--- config.mk ---
export PLATFORM = sky130hd
export DESIGN_NAME = kcr_dist_mac
export DESIGN_NICKNAME = d
export VERILOG_FILES = /design/src/hdl/kcr_pkg.sv /design/src/hdl/kcr_dist_mac.sv
export SDC_FILE = /design/constraint.sdc
export NUM_CORES = 1
export LEC_CHECK = 0
export BUFFER_PORTS_ARGS = -buffer_cell sky130_fd_sc_hd__buf_2
export CORE_UTILIZATION = 55
export DETAILED_ROUTE_END_ITERATION = 10
export GPL_TIMING_DRIVEN = 0
export HOLD_SLACK_MARGIN = 0.1
export PLACE_DENSITY = 0.76
export SYNTH_ARGS = -nofsm -noshare
export SYNTH_HDL_FRONTEND = slang
export SYNTH_SLANG_ARGS = --single-unit
--- constraint.sdc ---
create_clock -name clock -period 8.9 [get_ports clock]
set_input_delay 0.89 -clock clock [delete_from_list [all_inputs] [get_ports clock]]
set_output_delay 0.89 -clock clock [all_outputs]
set_load 0.05 [all_outputs]
--- src/hdl/kcr_pkg.sv ---
`timescale 1ns / 1ps
`default_nettype none
// ----------------------------------------------------------------------------
// kcr_pkg
// Shared types, field widths and codes of the k-means cluster ranking block.
// ----------------------------------------------------------------------------
package kcr_pkg;

   localparam int MAX_POINTS_C   = 4096;
   localparam int MAX_DIMS_C     = 8;
   localparam int MAX_CLUSTERS_C = 16;

   // Field widths of the channels.
   localparam int OP_W       = 2;
   localparam int COORD_W    = 16;
   localparam int PIDX_W     = 12;
   localparam int CRANK_W    = 4;
   localparam int DIDX_W     = 3;
   localparam int PRANK_W    = 4;
   localparam int CENT_W     = 24;
   localparam int MCOUNT_W   = 13;
   localparam int PASSES_W   = 20;
   localparam int CSR_IDX_W  = 2;
   localparam int CSR_DATA_W = 64;

   localparam int NCLUS_W  = 5;
   localparam int NDIMS_W  = 4;
   localparam int THRESH_W = 63;
   localparam int ERR_W    = 64;

   // Previous error at the start of every run.
   localparam logic [ERR_W-1:0] ERR_START_C = 64'd999999999 << 16;

   typedef enum logic [OP_W-1:0] {
      OP_LOAD    = 2'd0,
      OP_RUN     = 2'd1,
      OP_READ_PT = 2'd2,
      OP_READ_CL = 2'd3
   } kcr_op_type;

   typedef enum logic [CSR_IDX_W-1:0] {
      CSR_NUM_CLUSTERS   = 2'd0,
      CSR_NUM_DIMS       = 2'd1,
      CSR_THRESHOLD      = 2'd2,
      CSR_MAX_ITERATIONS = 2'd3
   } kcr_csr_type;

   // Control of the squared distance unit.
   typedef struct packed {
      logic clr;
      logic en;
   } kcr_mac_ctl_type;

endpackage
`default_nettype wire

--- src/hdl/kcr_dist_mac.sv ---
`timescale 1ns / 1ps
`default_nettype none
// ----------------------------------------------------------------------------
// kcr_dist_mac
// Squared distance unit: absolute difference, square and accumulate, one term
// per cycle through three register stages.
// ----------------------------------------------------------------------------
module kcr_dist_mac import kcr_pkg::*; #(
   parameter int ACC_W = 52
) (
   input  wire logic              clock,
   input  wire logic              reset,
   input  wire kcr_mac_ctl_type   ctl,
   input  wire logic [COORD_W-1:0] coord,
   input  wire logic [CENT_W-1:0] cent,
   output logic      [ACC_W-1:0]  acc,
   output logic                   idle
);
   logic [CENT_W-1:0]   diff_ff;
   logic [2*CENT_W-1:0] sq_ff;
   logic [ACC_W-1:0]    acc_ff;
   logic                v1_ff;
   logic                v2_ff;
   logic [CENT_W-1:0]   pval;

   assign pval = {coord, 8'd0};

   always_ff @(posedge clock) begin
      if (reset) begin
         v1_ff <= 1'b0;
         v2_ff <= 1'b0;
      end else begin
         v1_ff <= ctl.en;
         v2_ff <= v1_ff;
      end
   end

   always_ff @(posedge clock) begin
      diff_ff <= (pval > cent) ? pval - cent : cent - pval;
      sq_ff   <= diff_ff * diff_ff;
      if (ctl.clr) begin
         acc_ff <= '0;
      end else if (v2_ff) begin
         acc_ff <= acc_ff + ACC_W'(sq_ff);
      end
   end

   assign acc  = acc_ff;
   assign idle = !v1_ff && !v2_ff;
endmodule
`default_nettype wire

======== Word-level counts from Yosys, hierarchy flattened ========
Index checks and enable logic that the tools add are counted.
cells by class
  muxes and demuxes ....................... 1
  magnitude comparators ................... 1
  add/sub/neg operators ................... 3
  $mul .................................... 1
  reduce and logical (&&, ||, !) cells .... 3
operators with widths
  operator           count
  $add 52x48->52     1
  $mul 24x24->48     1
  $sub 24x24->24     2
  $gt 24x24->1       1
  $mux 24            1
  $logic_not 1->1    2
  $logic_and 1x1->1  1
word-level totals
  word-level logic and storage cells ...... 14
  flip-flop bits (word level) ............. 126
  bits of input ports ..................... 44

======== Depth between registers and ports, before layout ========
  depth after elaboration ................. 2
  mapped depth ............................ 28

======== Least setup slack after synthesis ========
Ideal clock, no wire load.
  path type ............................... reg-to-reg
  start point ............................. reg diff_ff[17]
  end point ............................... reg sq_ff[44]
  stages on the path, launching flop included .. 26
  slack ................................... 2.097 ns
  required time ........................... 8.780 ns
  period minus slack after synthesis ...... 6.803 ns
  data arrival time ....................... 6.684 ns
  library setup time ...................... 0.120 ns
  path through ............................ dfxtp_1 clkbuf_1 clkbuf_1 nand2_1 fa_1 inv_1 fa_1 fa_1 inv_1 fa_1 inv_1 fa_1 fa_1 inv_1 fa_1 inv_1 ha_1 clkbuf_1 nand4_1 or3_1 o211ai_1 nand2_1 o211ai_1 and4_1 a31oi_1 xnor2_1
between the ends
  cells in the longest elaborated chain, start to end .. 1
ends and longest elaborated chain
  element                 RTL line            text
  from (decl)             kcr_dist_mac.sv:19  logic [CENT_W-1:0] diff_ff;
  from (signal assigned)  kcr_dist_mac.sv:39  diff_ff <= (pval > cent) ? pval - cent : cent - pval;
  $mul 24x24->48          kcr_dist_mac.sv:40  sq_ff <= diff_ff * diff_ff;
  to (signal assigned)    kcr_dist_mac.sv:40
  to (decl)               kcr_dist_mac.sv:20  logic [2*CENT_W-1:0] sq_ff;
No other way between the ends.
A chain may end at the register's enable or synchronous reset.

======== Final worst setup path ========
Ends and elaborated chain as after synthesis.

==> run metrics <==
run status finished clean; overall routing resource usage 28.8%; final worst path period need 8.35 ns; number of hold buffers added after cts 0; top cell types by occurrence after synthesis 653 x sky130_fd_sc_hd__inv_1, 423 x sky130_fd_sc_hd__fa_1, 256 x sky130_fd_sc_hd__ha_1; worst slew pin tran 0.884 ns; Pre-Repair DR Iteration Count 7; area fraction of the dominant cell type after synthesis 35.3%; CTS Buf Count 17; clock latency reported for the late side of the worst-skew pair 0.46 ns; count of nets left with antenna violations after detail routing 0; achievable clock frequency 120 MHz; Fill cells 3,740; Die X-Extent 211 um; area of the core 43,100 um2; Layout Nets 3,556; maximum clock insertion buffer count 2; EDFF count, synth 0; full die area 44,500 um2; count of distinct cell types in the synthesized netlist 71; highest fanout seen on the critical path 10; final number of setup-violating endpoints 0; first-iteration detailed-routing DRC count 1,337; worst hold-check path type flip-flop to flip-flop; per-cell via count in the routed design 5.46; Post-synth ARST share 0%; antenna violations before repair 1; overflow left after global routing 0; total DRC errors in the routed layout 0; number of buffers inserted to repair setup after CTS 0; Worst Hold Depth 1; leading cell type by number of instances after synthesis sky130_fd_sc_hd__inv_1; main area contributors after synthesis sky130_fd_sc_hd__fa_1 35%, sky130_fd_sc_hd__ha_1 13%, sky130_fd_sc_hd__dfxtp_1 10%; worst slack at placement 0.388 ns; final standard cell utilization of the core 60.0%; Yosys warning count 0; global-route wire length before repair 99,500 um; number of antenna diodes 0; fraction of final layout cells sized beyond drive strength 1 5.69%; data arrival time at the worst-slack endpoint 8.68 ns; number of placement rows 76; via count of the first global-routing pass 19,700; worst slew slack as a fraction of its limit 41.1%; clock root buffer sky130_fd_sc_hd__clkbuf_16; type of destination of the critical path flip-flop; max-slew violation count 0; setup slack after layout 0.546 ns; path depth of the worst reg2reg path 25; GP Congestion 0.972; Critical Path RT 9.23 ns; post-route insts no fill 3,431; average cell area after synthesis 8.83 um2; detailed-route wire length per cell 18.0 um; Final Routed Wirelength 61,700 um; height of the chip 211 um; via count of the routed design 18,700; proportion of synthesized chip area in sequential cells 10.4%; number of synthesized register bits 125; Clock Sinks 125; crit share post-route 93.9%; number of nets produced by synthesis 3,441; placed insts 3,399; Syn Inst Count 2,718; kind of start point of the critical path flip-flop; H-tree Lvls 4; Max Cap Viol 0; Initial Utilization 55.7%; Detail Placement HPWL 51,500 um; largest net degree at the start of global routing 17; layout-stage area growth over the synthesis result 7.62%; total negative slack for setup checks 0 ns; setup repair after global routing missed its margin no; Hold Violations, Final 0; area of the mapped netlist 24,000 um2; dominant cell type by area after synthesis sky130_fd_sc_hd__fa_1; clock input transition at the sequential cells of the worst setup and hold paths 0.06 ns; ports placed on the boundary 97; number of port buffers 96; worst setup path class flip-flop to flip-flop; flip-flop cell with the highest count after synthesis sky130_fd_sc_hd__dfxtp_1; number of instances resized during post-cts repair 0; clock skew 0.0187 ns; clock tree from TritonCTS built
critical path, stage by stage (launching register included):
cell                       delay, ns
sky130_fd_sc_hd__dfxtp_1        0.53
sky130_fd_sc_hd__clkbuf_1       0.63
sky130_fd_sc_hd__clkbuf_2       0.44
sky130_fd_sc_hd__nand2_1        0.19
sky130_fd_sc_hd__fa_1           0.58
sky130_fd_sc_hd__inv_1          0.05
sky130_fd_sc_hd__fa_1           0.50
sky130_fd_sc_hd__fa_1           0.55
sky130_fd_sc_hd__inv_1          0.05
sky130_fd_sc_hd__fa_1           0.49
sky130_fd_sc_hd__inv_1          0.06
sky130_fd_sc_hd__fa_1           0.52
sky130_fd_sc_hd__fa_1           0.50
sky130_fd_sc_hd__inv_1          0.05
sky130_fd_sc_hd__fa_1           0.55
sky130_fd_sc_hd__inv_1          0.08
sky130_fd_sc_hd__ha_1           0.27
sky130_fd_sc_hd__clkbuf_1       0.28
sky130_fd_sc_hd__nand4_1        0.17
sky130_fd_sc_hd__or3_1          0.41
sky130_fd_sc_hd__o211ai_1       0.31
sky130_fd_sc_hd__nand2_1        0.13
sky130_fd_sc_hd__o211ai_1       0.35
sky130_fd_sc_hd__and4_1         0.28
sky130_fd_sc_hd__a31oi_1        0.10
sky130_fd_sc_hd__xnor2_1        0.15
cells in the final DEF, fill, tap and decap left out, drive strengths merged, types with 95 or more instances in the layout:
master / count
a21oi: 118
and2: 123
buf: 107
clkbuf: 95
dfxtp: 125
fa: 423
ha: 256
inv: 665
nand2: 231
nor2: 118
per-layer routing:
metal  track usage [%]  vias to the layer above  part of all wire, %
li1                  -                     8689                    -
met1              35.6                     9178                   40
met2              49.5                      712                   49
met3              5.71                      151                  7.3
met4              11.3                        0                  3.8
met5                 0                        -                    0
area by class of cell:
cell class / instances / area [um2] / area share [%]
Inverter: 655 / 2460 / 9.52
Clock inverter: 15 / 190 / 0.736
Timing Repair Buffer: 96 / 480 / 1.86
Buffer: 89 / 353 / 1.37
Clock buffer: 17 / 425 / 1.65
Multi-Input combinational cell: 1849 / 18700 / 72.4
Sequential cell: 125 / 2500 / 9.69
Tap cell: 585 / 732 / 2.83
final timing paths:
check | startpoint | slack [ns] | endpoint
max | diff_ff[17] | 0.55 | sq_ff[44]
min | v1_ff | 0.47 | v2_ff
max reg2reg | diff_ff[17] | 0.55 | sq_ff[44]
min reg2reg | v1_ff | 0.47 | v2_ff
flip-flops by register name (all words and copies together), names as in the netlist:
signal   flops
acc         52
v1_ff        1
diff_ff     24
v2_ff        1
sq_ff       47
per-stage QoR:
step           instance area [um2]  hold slack [ns]
2_1_floorplan                24000            0.385
3_3_place_gp                 25200            0.459
3_5_place_dp                 25200            0.461
4_1_cts                      25800            0.472
5_1_grt                      25800            0.478
6_report                     25800            0.473
cells by family (layout without fill, tap and decap cells):
kind of cell / after synthesis / after routing / share of synthesized area (%)
compound gates: 381 / 381 / 10.4
simple gates: 626 / 626 / 12.7
xor+xnor: 119 / 119 / 4.34
flops: 125 / 125 / 10.4
buf+inv: 744 / 872 / 11.7
mux: 44 / 44 / 1.87
fa+ha+maj: 679 / 679 / 48.6
Power is left out: the tool's default activity adds up to more than one toggle a clock period on the data nets, which glitch-free logic cannot reach.
