--- config.mk ---
export PLATFORM = sky130hd
export DESIGN_NAME = kcr_divider
export DESIGN_NICKNAME = d
export VERILOG_FILES = /design/src/hdl/kcr_pkg.sv /design/src/hdl/kcr_divider.sv
export SDC_FILE = /design/constraint.sdc
export NUM_CORES = 1
export LEC_CHECK = 0
export ABC_AREA = 1
export BUFFER_PORTS_ARGS = -buffer_cell sky130_fd_sc_hd__buf_2
export CAP_MARGIN = 15
export CORE_MARGIN = 2
export CORE_UTILIZATION = 54
export DETAILED_ROUTE_END_ITERATION = 7
export GPL_TIMING_DRIVEN = 1
export PLACE_DENSITY_LB_ADDON = 0.15
export SLEW_MARGIN = 20
export SYNTH_ARGS = -nofsm -noshare
export SYNTH_HDL_FRONTEND = slang
export SYNTH_SLANG_ARGS = --single-unit
export TNS_END_PERCENT = 1
--- constraint.sdc ---
create_clock -name clock -period 2.25 [get_ports clock]
set_clock_uncertainty 0.05 [all_clocks]
set_input_delay 0.45 -clock clock [delete_from_list [all_inputs] [get_ports clock]]
set_output_delay 0.45 -clock clock [all_outputs]
set_load 0.005 [all_outputs]
--- src/hdl/kcr_pkg.sv ---
`timescale 1ns / 1ps
`default_nettype none
// ----------------------------------------------------------------------------
// kcr_pkg
// Shared types, field widths and codes of the k-means cluster ranking block.
// ----------------------------------------------------------------------------
package kcr_pkg;

   localparam int MAX_POINTS_C   = 4096;
   localparam int MAX_DIMS_C     = 8;
   localparam int MAX_CLUSTERS_C = 16;

   // Field widths of the channels.
   localparam int OP_W       = 2;
   localparam int COORD_W    = 16;
   localparam int PIDX_W     = 12;
   localparam int CRANK_W    = 4;
   localparam int DIDX_W     = 3;
   localparam int PRANK_W    = 4;
   localparam int CENT_W     = 24;
   localparam int MCOUNT_W   = 13;
   localparam int PASSES_W   = 20;
   localparam int CSR_IDX_W  = 2;
   localparam int CSR_DATA_W = 64;

   localparam int NCLUS_W  = 5;
   localparam int NDIMS_W  = 4;
   localparam int THRESH_W = 63;
   localparam int ERR_W    = 64;

   // Previous error at the start of every run.
   localparam logic [ERR_W-1:0] ERR_START_C = 64'd999999999 << 16;

   typedef enum logic [OP_W-1:0] {
      OP_LOAD    = 2'd0,
      OP_RUN     = 2'd1,
      OP_READ_PT = 2'd2,
      OP_READ_CL = 2'd3
   } kcr_op_type;

   typedef enum logic [CSR_IDX_W-1:0] {
      CSR_NUM_CLUSTERS   = 2'd0,
      CSR_NUM_DIMS       = 2'd1,
      CSR_THRESHOLD      = 2'd2,
      CSR_MAX_ITERATIONS = 2'd3
   } kcr_csr_type;

   // Control of the squared distance unit.
   typedef struct packed {
      logic clr;
      logic en;
   } kcr_mac_ctl_type;

endpackage
`default_nettype wire

--- src/hdl/kcr_divider.sv ---
`timescale 1ns / 1ps
`default_nettype none
// ----------------------------------------------------------------------------
// kcr_divider
// Restoring divider, one quotient bit per cycle, shared by all divisions.
// ----------------------------------------------------------------------------
module kcr_divider import kcr_pkg::*; #(
   parameter int NUM_W = 38,
   parameter int DEN_W = 13
) (
   input  wire logic             clock,
   input  wire logic             reset,
   input  wire logic             start,
   input  wire logic [NUM_W-1:0] num,
   input  wire logic [DEN_W-1:0] den,
   output logic      [NUM_W-1:0] quo,
   output logic                  done
);
   localparam int CNT_W = $clog2(NUM_W + 1);

   logic [NUM_W-1:0] quo_ff;
   logic [DEN_W-1:0] rem_ff;
   logic [DEN_W-1:0] den_ff;
   logic [CNT_W-1:0] cnt_ff;
   logic             busy_ff;
   logic             done_ff;
   logic [DEN_W:0]   shifted;
   logic             take;

   assign shifted = {rem_ff, quo_ff[NUM_W-1]};
   assign take    = shifted >= {1'b0, den_ff};

   always_ff @(posedge clock) begin
      if (reset) begin
         busy_ff <= 1'b0;
         done_ff <= 1'b0;
         cnt_ff  <= '0;
      end else if (start) begin
         busy_ff <= 1'b1;
         done_ff <= 1'b0;
         cnt_ff  <= CNT_W'(NUM_W);
      end else if (busy_ff) begin
         cnt_ff <= cnt_ff - 1'b1;
         if (cnt_ff == CNT_W'(1)) begin
            busy_ff <= 1'b0;
            done_ff <= 1'b1;
         end
      end else begin
         done_ff <= 1'b0;
      end
   end

   always_ff @(posedge clock) begin
      if (start) begin
         quo_ff <= num;
         rem_ff <= '0;
         den_ff <= den;
      end else if (busy_ff) begin
         quo_ff <= {quo_ff[NUM_W-2:0], take};
         rem_ff <= take ? DEN_W'(shifted - {1'b0, den_ff}) : shifted[DEN_W-1:0];
      end
   end

   assign quo  = quo_ff;
   assign done = done_ff;
endmodule
`default_nettype wire

**Yosys cells after proc, flatten, opt, wreduce, memory -nomap -nowiden**

Cells that the tools add are included.

- Logic and storage cells: 23
- Bits in registers: 72

- $add $sub $neg: 2
- Order comparisons: 1
- Bitwise operators: 1
- Multiplexer cells: 8
- Reduce and logical (&&, ||, !) cells: 3
- Eq/ne operators: 1

Operators by type and width:

| kind | number |
|---|---|
| two-way mux 38 bit | 2 |
| >= comparator 14 x 13 -> 1 bit | 1 |
| two-way mux 13 bit | 1 |
| subtractor 13 bit | 1 |
| two-way mux 6 bit | 2 |
| equality test 6 x 1 -> 1 bit (second input constant) | 1 |
| subtractor 6 x 1 -> 6 bit (second input constant) | 1 |
| two-way mux 1 bit | 3 |
| OR reduction 3 bit | 1 |
| nonzero test 2 bit | 1 |
| OR reduction 2 bit | 1 |
| inverter 1 bit | 1 |

**Logic depth before layout (Yosys ltp)**

Gate-level depths: netlist of run 1.

- Word-level depth: 4
- Depth in mapped cells: 14
- Depth with buffers taken out: 14

**Worst setup path before layout of run 1**

OpenSTA, ideal clock, no wires.

- Kind: reg2reg
- From: register quo_ff[37] (netlist: quo[37])
- To: register quo_ff[0] (netlist: quo[0]) (data pin)
- Data required time: 1948 ps
- Clock period less this slack: 2129 ps
- Cell stages (with the launch flop): 14
- Library setup time: 252 ps
- Buffers on the path: 1
- Setup slack: 121 ps
- Arrival time: 1827 ps
- Path through: edfxtp_1 > inv_1 > ha_1 > inv_1 > fa_1 > nand2_1 > nand2_1 > nand3_1 > nand2_2 > nand2_4 > nand3_4 > buf_6 > nand2_1 > nand2_1

- Cells in the longest elaborated chain, start to end: 3

Ends and longest elaborated chain:

| element | line | source |
|---|---|---|
| from (decl) | kcr_divider.sv:21 | `logic [NUM_W-1:0] quo_ff;` |
| from (signal assigned) | kcr_divider.sv:55 | `quo_ff <= num;` |
| from (signal assigned) | kcr_divider.sv:59 | `quo_ff <= {quo_ff[NUM_W-2:0], take};` |
| >= comparator 14 x 13 -> 1 bit | kcr_divider.sv:31 | `assign take = shifted >= {1'b0, den_ff};` |
| two-way mux 38 bit | kcr_divider.sv:58 | `end else if (busy_ff) begin` |
| two-way mux 38 bit | kcr_divider.sv:54 | `if (start) begin` |

Every way passes these cells. The select of a mux whose other input is x is not followed.
A chain may end at the register's enable or synchronous reset.

**Worst setup path after layout of run 1**

- From: register quo_ff[37] (netlist: quo[37])
- To: register rem_ff[1]

- Cells in the longest elaborated chain, start to end: 2
- Elaborated cells on any way between the ends: 3
- Classes of those cells: add/sub: 1; order compare: 1; mux: 1

Ends and longest elaborated chain:

| element | line | source |
|---|---|---|
| subtractor 13 bit or >= comparator 14 x 13 -> 1 bit (tied branches) | kcr_divider.sv:60, kcr_divider.sv:31 |  |
| two-way mux 13 bit (*) | kcr_divider.sv:60 | `rem_ff <= take ? DEN_W'(shifted - {1'b0, den_ff}) : shifted[DEN_W-1:0];` |
| to (signal assigned) | kcr_divider.sv:60 |  |
| to (decl) | kcr_divider.sv:22 | `logic [DEN_W-1:0] rem_ff;` |

Every way passes the cells marked *; elsewhere a longest branch is shown, timed or not.

==> results of run 1 <==
## cell families after synthesis
| group | count (synthesis) | synth area share |
|---|---|---|
| flip-flops | 72 | 0.501 |
| adder cells (fa/ha/maj) | 16 | 0.0533 |
| AND/OR/NAND/NOR | 297 | 0.328 |
| AO/OA/AOI/OAI | 21 | 0.0315 |
| XOR/XNOR | 4 | 0.00900 |
| buffers and inverters | 78 | 0.0774 |
## state kept, by name, indices dropped and copies added, names as in the netlist
register	count
busy_ff	1
cnt_ff	6
den_ff	13
done	1
quo	38
rem_ff	13
## power breakdown
part	leakage (nW)	internal, mW	switching, mW
registers	0.689	1.54	0.0523
logic	1.68	0.186	0.259
clock network	0.0925	0.521	0.536
## timing repair
action                     4_1_cts  5_1_grt
setup buffers                    0        5
setup endpoints to repair        0        6
resized for setup                0        1
## cells in the final DEF (no fill, tap or decap), types with 11 or more instances in the layout
cell / instances
buf_2: 92
buf_4: 13
dfxtp_1: 21
edfxtp_1: 51
ha_1: 15
inv_1: 63
nand2_1: 206
nand3_1: 24
nand4_1: 11
nor2_1: 33
## through the flow
stage	utilization	cells	hold slack [ns]
after floorplan	-	488	0.395
after detailed placement	0.657	675	0.392
final	0.694	697	0.217
after CTS	0.687	691	0.205
after global routing	0.694	697	0.205
after global placement	0.657	675	0.399
## cell type report
type | count | area share
Clock inverter | 7 | 0.0165
Sequential cell | 72 | 0.409
Inverter | 67 | 0.0528
Multi-Input combinational cell | 339 | 0.346
Tap cell | 96 | 0.0252
Timing Repair Buffer | 107 | 0.124
Clock buffer | 9 | 0.0260
## routing by layer
layer / GRT usage / share of wire / vias up
met5: 0 / 0 / -
met4: 0.0719 / 0.011 / 0
met3: 0.0693 / 0.073 / 9
met2: 0.374 / 0.48 / 100
met1: 0.305 / 0.44 / 1577
li1: - / - / 1763
## worst max-delay path, cell delays in order (launching register included)
cell and delay, ns:
edfxtp_1 0.39, inv_1 0.09, ha_1 0.14, inv_1 0.07, fa_1 0.41, nand2_1 0.09
nand2_1 0.07, nand3_1 0.08, nand2_2 0.08, nand2_4 0.09, nand3_2 0.18, nor2_1 0.15
nor2_1 0.06, nand2_1 0.07, nand2_1 0.05
## worst max-delay path by stage
stage / end / slack [ns] / depth (start not counted)
3_5_place_dp: rem_ff[1] / 0.09 / 14
2_1_floorplan: quo[0] / 0.12 / 13
4_1_cts: rem_ff[10] / 0.05 / 14
5_1_grt: rem_ff[7] / 0.0001 / 13
3_3_place_gp: quo[0] / 0.16 / 12
6_report: rem_ff[1] / 0.09 / 14
==> summary.txt, run 1 <==
Logic synthesis
  • Share of Yosys cell area claimed by the top area cell type: 0.393
  • Mapped Cells: 488
  • Seq/Total Area, Yosys: 0.501
  • Most common flop cell mapped by yosys: edfxtp_1
  • Mean post-synth cell area: 7.98 µm²
  • Seq cells post-synth: 72
  • Synth cell types: 34
  • Ys async rst share: 0
  • Largest area contributor in the netlist: edfxtp_1
  • Synth area leaders: edfxtp_1 39%, nand2_1 20%, dfxtp_1 11%
  • Commonest cells in the netlist: 206 x nand2_1, 63 x inv_1, 51 x edfxtp_1
  • Yosys warns: 0
  • Synthesized cell area: 3890 µm²
  • Syn nets: 558
  • Most common cell in the netlist: nand2_1
  • Post-synth EDFFs: 51

STA
  • Final hold violations: 0
  • Slew headroom: 0.747
  • Setup WS post-layout: 0.0894 ns
  • Final Cycle Share: 0.960
  • RSZ-0062 raised after global routing: no
  • Slew Viols, Final: 0
  • Fin crit period: 2.16 ns
  • Setup Viol. Count Final: 0
  • Worst-margin pin slew: 0.380 ns
  • Achievable Freq: 0.463 GHz
  • Setup TNS: 0 ns

Pwr
  • PwrDens: 649 nW/µm²
  • VDD IR max: 417 µV
  • Overall power: 3.10 mW
  • Lkg Pwr: 2.46 nW

Setup path
  • Critical path peak fanout: 5
  • Cells on worst reg2reg path: 14
  • Reg-to-reg setup timing slack: 0.09 ns
  • FF-to-FF Start: quo[37]
  • Worst setup startpoint: quo[37]
  • Crit path launch type: flip-flop
  • Crit end category: flip-flop
  • Worst Path Arrival: 2.36 ns
  • Worst r2r dst: rem_ff[1]
  • Setup CP Type: reg2reg
  • Crit path required time: 2.45 ns

Floorplan
  • Die area: 7910 µm²
  • I/O pin total: 93
  • Die height: 88.9 µm
  • Rows: 30
  • Chip width: 88.9 µm
  • Core area: 6870 µm²
  • Starting Density: 0.567

Clock tree
  • Clock Latency Late Sink: 0.35 ns
  • Clock slew at reported path FFs: 0.09 ns
  • Num Clock Sinks: 72
  • Root buffer cell: clkbuf_8
  • H-tree depth: 3
  • CTS tree: built
  • CTS buffer count: 9
  • Cts hold-fix bufs: 0
  • Clock tree buffer depth: 2

Route
  • DRC Markers: 0
  • First-pass iteration count of the detailed router: 4
  • Wire per inst: 12.8 µm
  • Number of routed nets with antenna violations: 0
  • Routed via count: 3,449
  • Final wirelength: 8.96 mm
  • Initial DRC count: 268
  • Via density: 4.95

Layout
  • Area grow syn2layout: 22.4%
  • Share of layout cells above drive strength 1: 0.240
  • Fillers: 610
  • Design area: 4770 µm²
  • Antenna Cells: 0
  • Area occupied by multi-input gates: 1650 µm²
  • FF+latch area: 1950 µm²
  • # nets final: 666

GRT
  • Vias in the first global route: 3,192
  • GRT Residual Overflow: 0
  • Wire length of the first global-routing pass: 14.1 mm
  • Total track usage: 0.232
  • Initial antenna violation count: 0
  • Largest net degree at the start of global routing: 39

Hold path
  • Worst Hold End: den_ff[3]
  • Cell count of the worst hold path: 1
  • Min-Delay Path Class: in2reg
  • Hold wc startpoint: den[3]

Placed design
  • Post-Place Worst Slack: 0.0905 ns
  • Placed inst area: 4510 µm²
  • RePlAce Congestion: 0.902
  • # port buffers: 92
  • Dpl hpwl: 6.48 mm

Run
  • Maxcap violations: 0

Status
  • Status: finished, final reports clean
Note: power is estimated with default switching activity, not from simulation.
==> run 2, diff against run 1 <==
- REMOVE_ABC_BUFFERS: not set -> 1
==> summary.txt, run 2 (synthesized netlist as in run 1, its figures left out) <==
Layout
  • Fin cells: 692 (-0.72%)
  • Antenna Cells: 0 (unchanged)
  • Share of layout cells above drive strength 1: 0.235 (-0.00470)
  • Area grow syn2layout: 22.2%
  • Design area: 4760 µm² (-0.13%)
  • Max FFs per register: 38 (unchanged)
  • # nets final: 661 (-0.75%)
  • Commonest non-fill, non-tap cell in the layout: nand2_1
  • Most frequent cells in the layout: 206 x nand2_1, 92 x buf_2, 63 x inv_1

Status
  • Status: finished, final reports clean

Pwr
  • Sequential share of power: 0.503 (-0.012)
  • Lkg Pwr: 2.46 nW (+0.18%)
  • PwrDens: 667 nW/µm² (+2.7%)
  • Internal Power: 2.36 mW (+4.8%)
  • Overall power: 3.18 mW (+2.6%)
  • Power share of the clock group: 0.360 (+0.019)
  • VDD IR max: 368 µV (-12%)
  • P_sw: 0.819 mW (-3.3%)
  • Combinational power share: 0.137 (-0.007)
  • Net Sw Frac: 0.258 (-0.0158)

GRT
  • Largest net degree at the start of global routing: 48 (+23%)
  • Total track usage: 0.239 (+0.00625)
  • Wire length of the first global-routing pass: 14.5 mm (+2.6%)
  • Vias in the first global route: 3,334 (+4.4%)
  • GRT Residual Overflow: 0 (unchanged)
  • Initial antenna violation count: 0 (unchanged)

Run
  • Maxcap violations: 0 (unchanged)

Floorplan
  • Core area: 6870 µm² (unchanged)
  • I/O pin total: 93 (unchanged)
  • Die height: 88.9 µm (unchanged)
  • Starting Density: 0.567 (unchanged)
  • Die area: 7910 µm² (unchanged)
  • Chip width: 88.9 µm (unchanged)
  • Rows: 30 (unchanged)

STA
  • Final hold violations: 0 (unchanged)
  • Setup TNS: 0 ns (unchanged)
  • Slew Viols, Final: 0 (unchanged)
  • Achievable Freq: 0.471 GHz (+1.7%)
  • RSZ-0062 raised after global routing: yes
  • Setup Viol. Count Final: 0 (unchanged)
  • Final Cycle Share: 0.944 (-0.0163)
  • Final hold slack: 0.224 ns (+0.00650 ns)
  • Fin crit period: 2.12 ns (-0.0366 ns)
  • Worst-margin pin slew: 0.628 ns (+0.249 ns)
  • Slew headroom: 0.579 (-0.167)

Setup path
  • Worst setup startpoint: quo[37]
  • Setup CP Type: reg2reg
  • Crit path required time: 2.31 ns (-0.14 ns)
  • Crit end category: flip-flop
  • Worst Path Arrival: 2.18 ns (-0.18 ns)
  • Critical path peak fanout: 5 (unchanged)
  • Crit path launch type: flip-flop
  • FF-to-FF Start: quo[37]
  • Reg-to-reg setup timing slack: 0.13 ns (+0.04 ns)

Clock tree
  • H-tree depth: 3 (unchanged)
  • Cts hold-fix bufs: 0 (unchanged)
  • Clock Latency Late Sink: 0.35 ns (about the same)
  • Num Clock Sinks: 72 (unchanged)
  • CTS tree: built
  • Clock slew at reported path FFs: 0.08 ns (about the same)
  • Root buffer cell: clkbuf_8
  • CTS buffer count: 9 (unchanged)
  • Clock tree buffer depth: 2 (unchanged)

Route
  • Wire per inst: 12.8 µm (-0.53%)
  • Initial DRC count: 259 (-3.4%)
  • First-pass iteration count of the detailed router: 4 (unchanged)
  • Number of routed nets with antenna violations: 0 (unchanged)
  • Final wirelength: 8.84 mm (-1.2%)
  • Routed via count: 3,467 (+0.52%)
  • Via density: 5.01 (+1.2%)
  • DRC Markers: 0 (unchanged)

Placed design
  • # port buffers: 92 (unchanged)
  • Placed inst area: 4490 µm² (-0.50%)
  • DP Cell Count: 672 (-0.44%)
  • Dpl hpwl: 6.28 mm (-3.1%)
  • RePlAce Congestion: 0.890 (-1.4%)

Hold path
  • Hold wc startpoint: den[6]
  • Min-Delay Path Class: in2reg
==> run 2: changes by cell type in the layout (fill, tap and decap cells not counted), sizes merged <==
cell	previous run	this run
clkinv	3	4
bufinv	1	2
nand3	30	31
buf	107	101
clkinvlp	3	0
clkbuf	9	10
==> run 2: worst max-delay path, stage by stage (launching register included) <==
cell      delay [ns]
edfxtp_1        0.38
inv_1           0.09
ha_1            0.15
inv_1           0.07
fa_2            0.38
nand2_1         0.09
nand2_1         0.07
nand3_1         0.08
nand2_2         0.09
nand2_4         0.12
nand3_2         0.18
nand2_1         0.10
nand2_1         0.05
==> run 2: per-stage QoR <==
| step | setup slack, ns | utilization |
|---|---|---|
| floorplan | 0.163 | - |
| global placement | 0.126 | 0.654 |
| detailed placement | 0.0532 | 0.654 |
| CTS | 0.0265 | 0.686 |
| global route | -0.0142 | 0.693 |
| finish | 0.126 | 0.693 |
==> run 2: area by class of cell <==
cell class                      count  area, µm²
Clock buffer                       10        128
Clock inverter                      6       91.3
Fill cell                         584       2110
Inverter                           67        251
Multi-Input combinational cell    340       1670
Sequential cell                    72       1950
Tap cell                           96        120
Timing Repair Buffer              101        544
==> run 2: what timing repair did <==
action,CTS,global route
gates resized for setup,0,4
setup buffers,0,2
setup endpoints to repair,0,14
==> run 2: power by group through the flow <==
| stage | Sequential, mW | Combinational [mW] | Clock [mW] |
|---|---|---|---|
| finish | 1.60 | 0.436 | 1.14 |
| CTS | 1.60 | 0.438 | 1.16 |
| detailed placement | 1.62 | 0.437 | 0 |
| global route | 1.61 | 0.498 | 1.22 |
| global placement | 1.62 | 0.424 | 0 |
| floorplan | 1.63 | 0.230 | 0 |
==> run 2: worst paths after layout <==
path / endpoint / depth (start not counted)
worst min register to register: done / 2
worst max-delay path: quo[0] / 12
worst min-delay path: den_ff[6] / 1
worst max register to register: quo[0] / 12
==> run 2: layer usage <==
layer  wire [µm]  GRT usage
met5           0          0
met4         130     0.0991
met3         764     0.0729
met2        4130      0.378
met1        3820      0.307
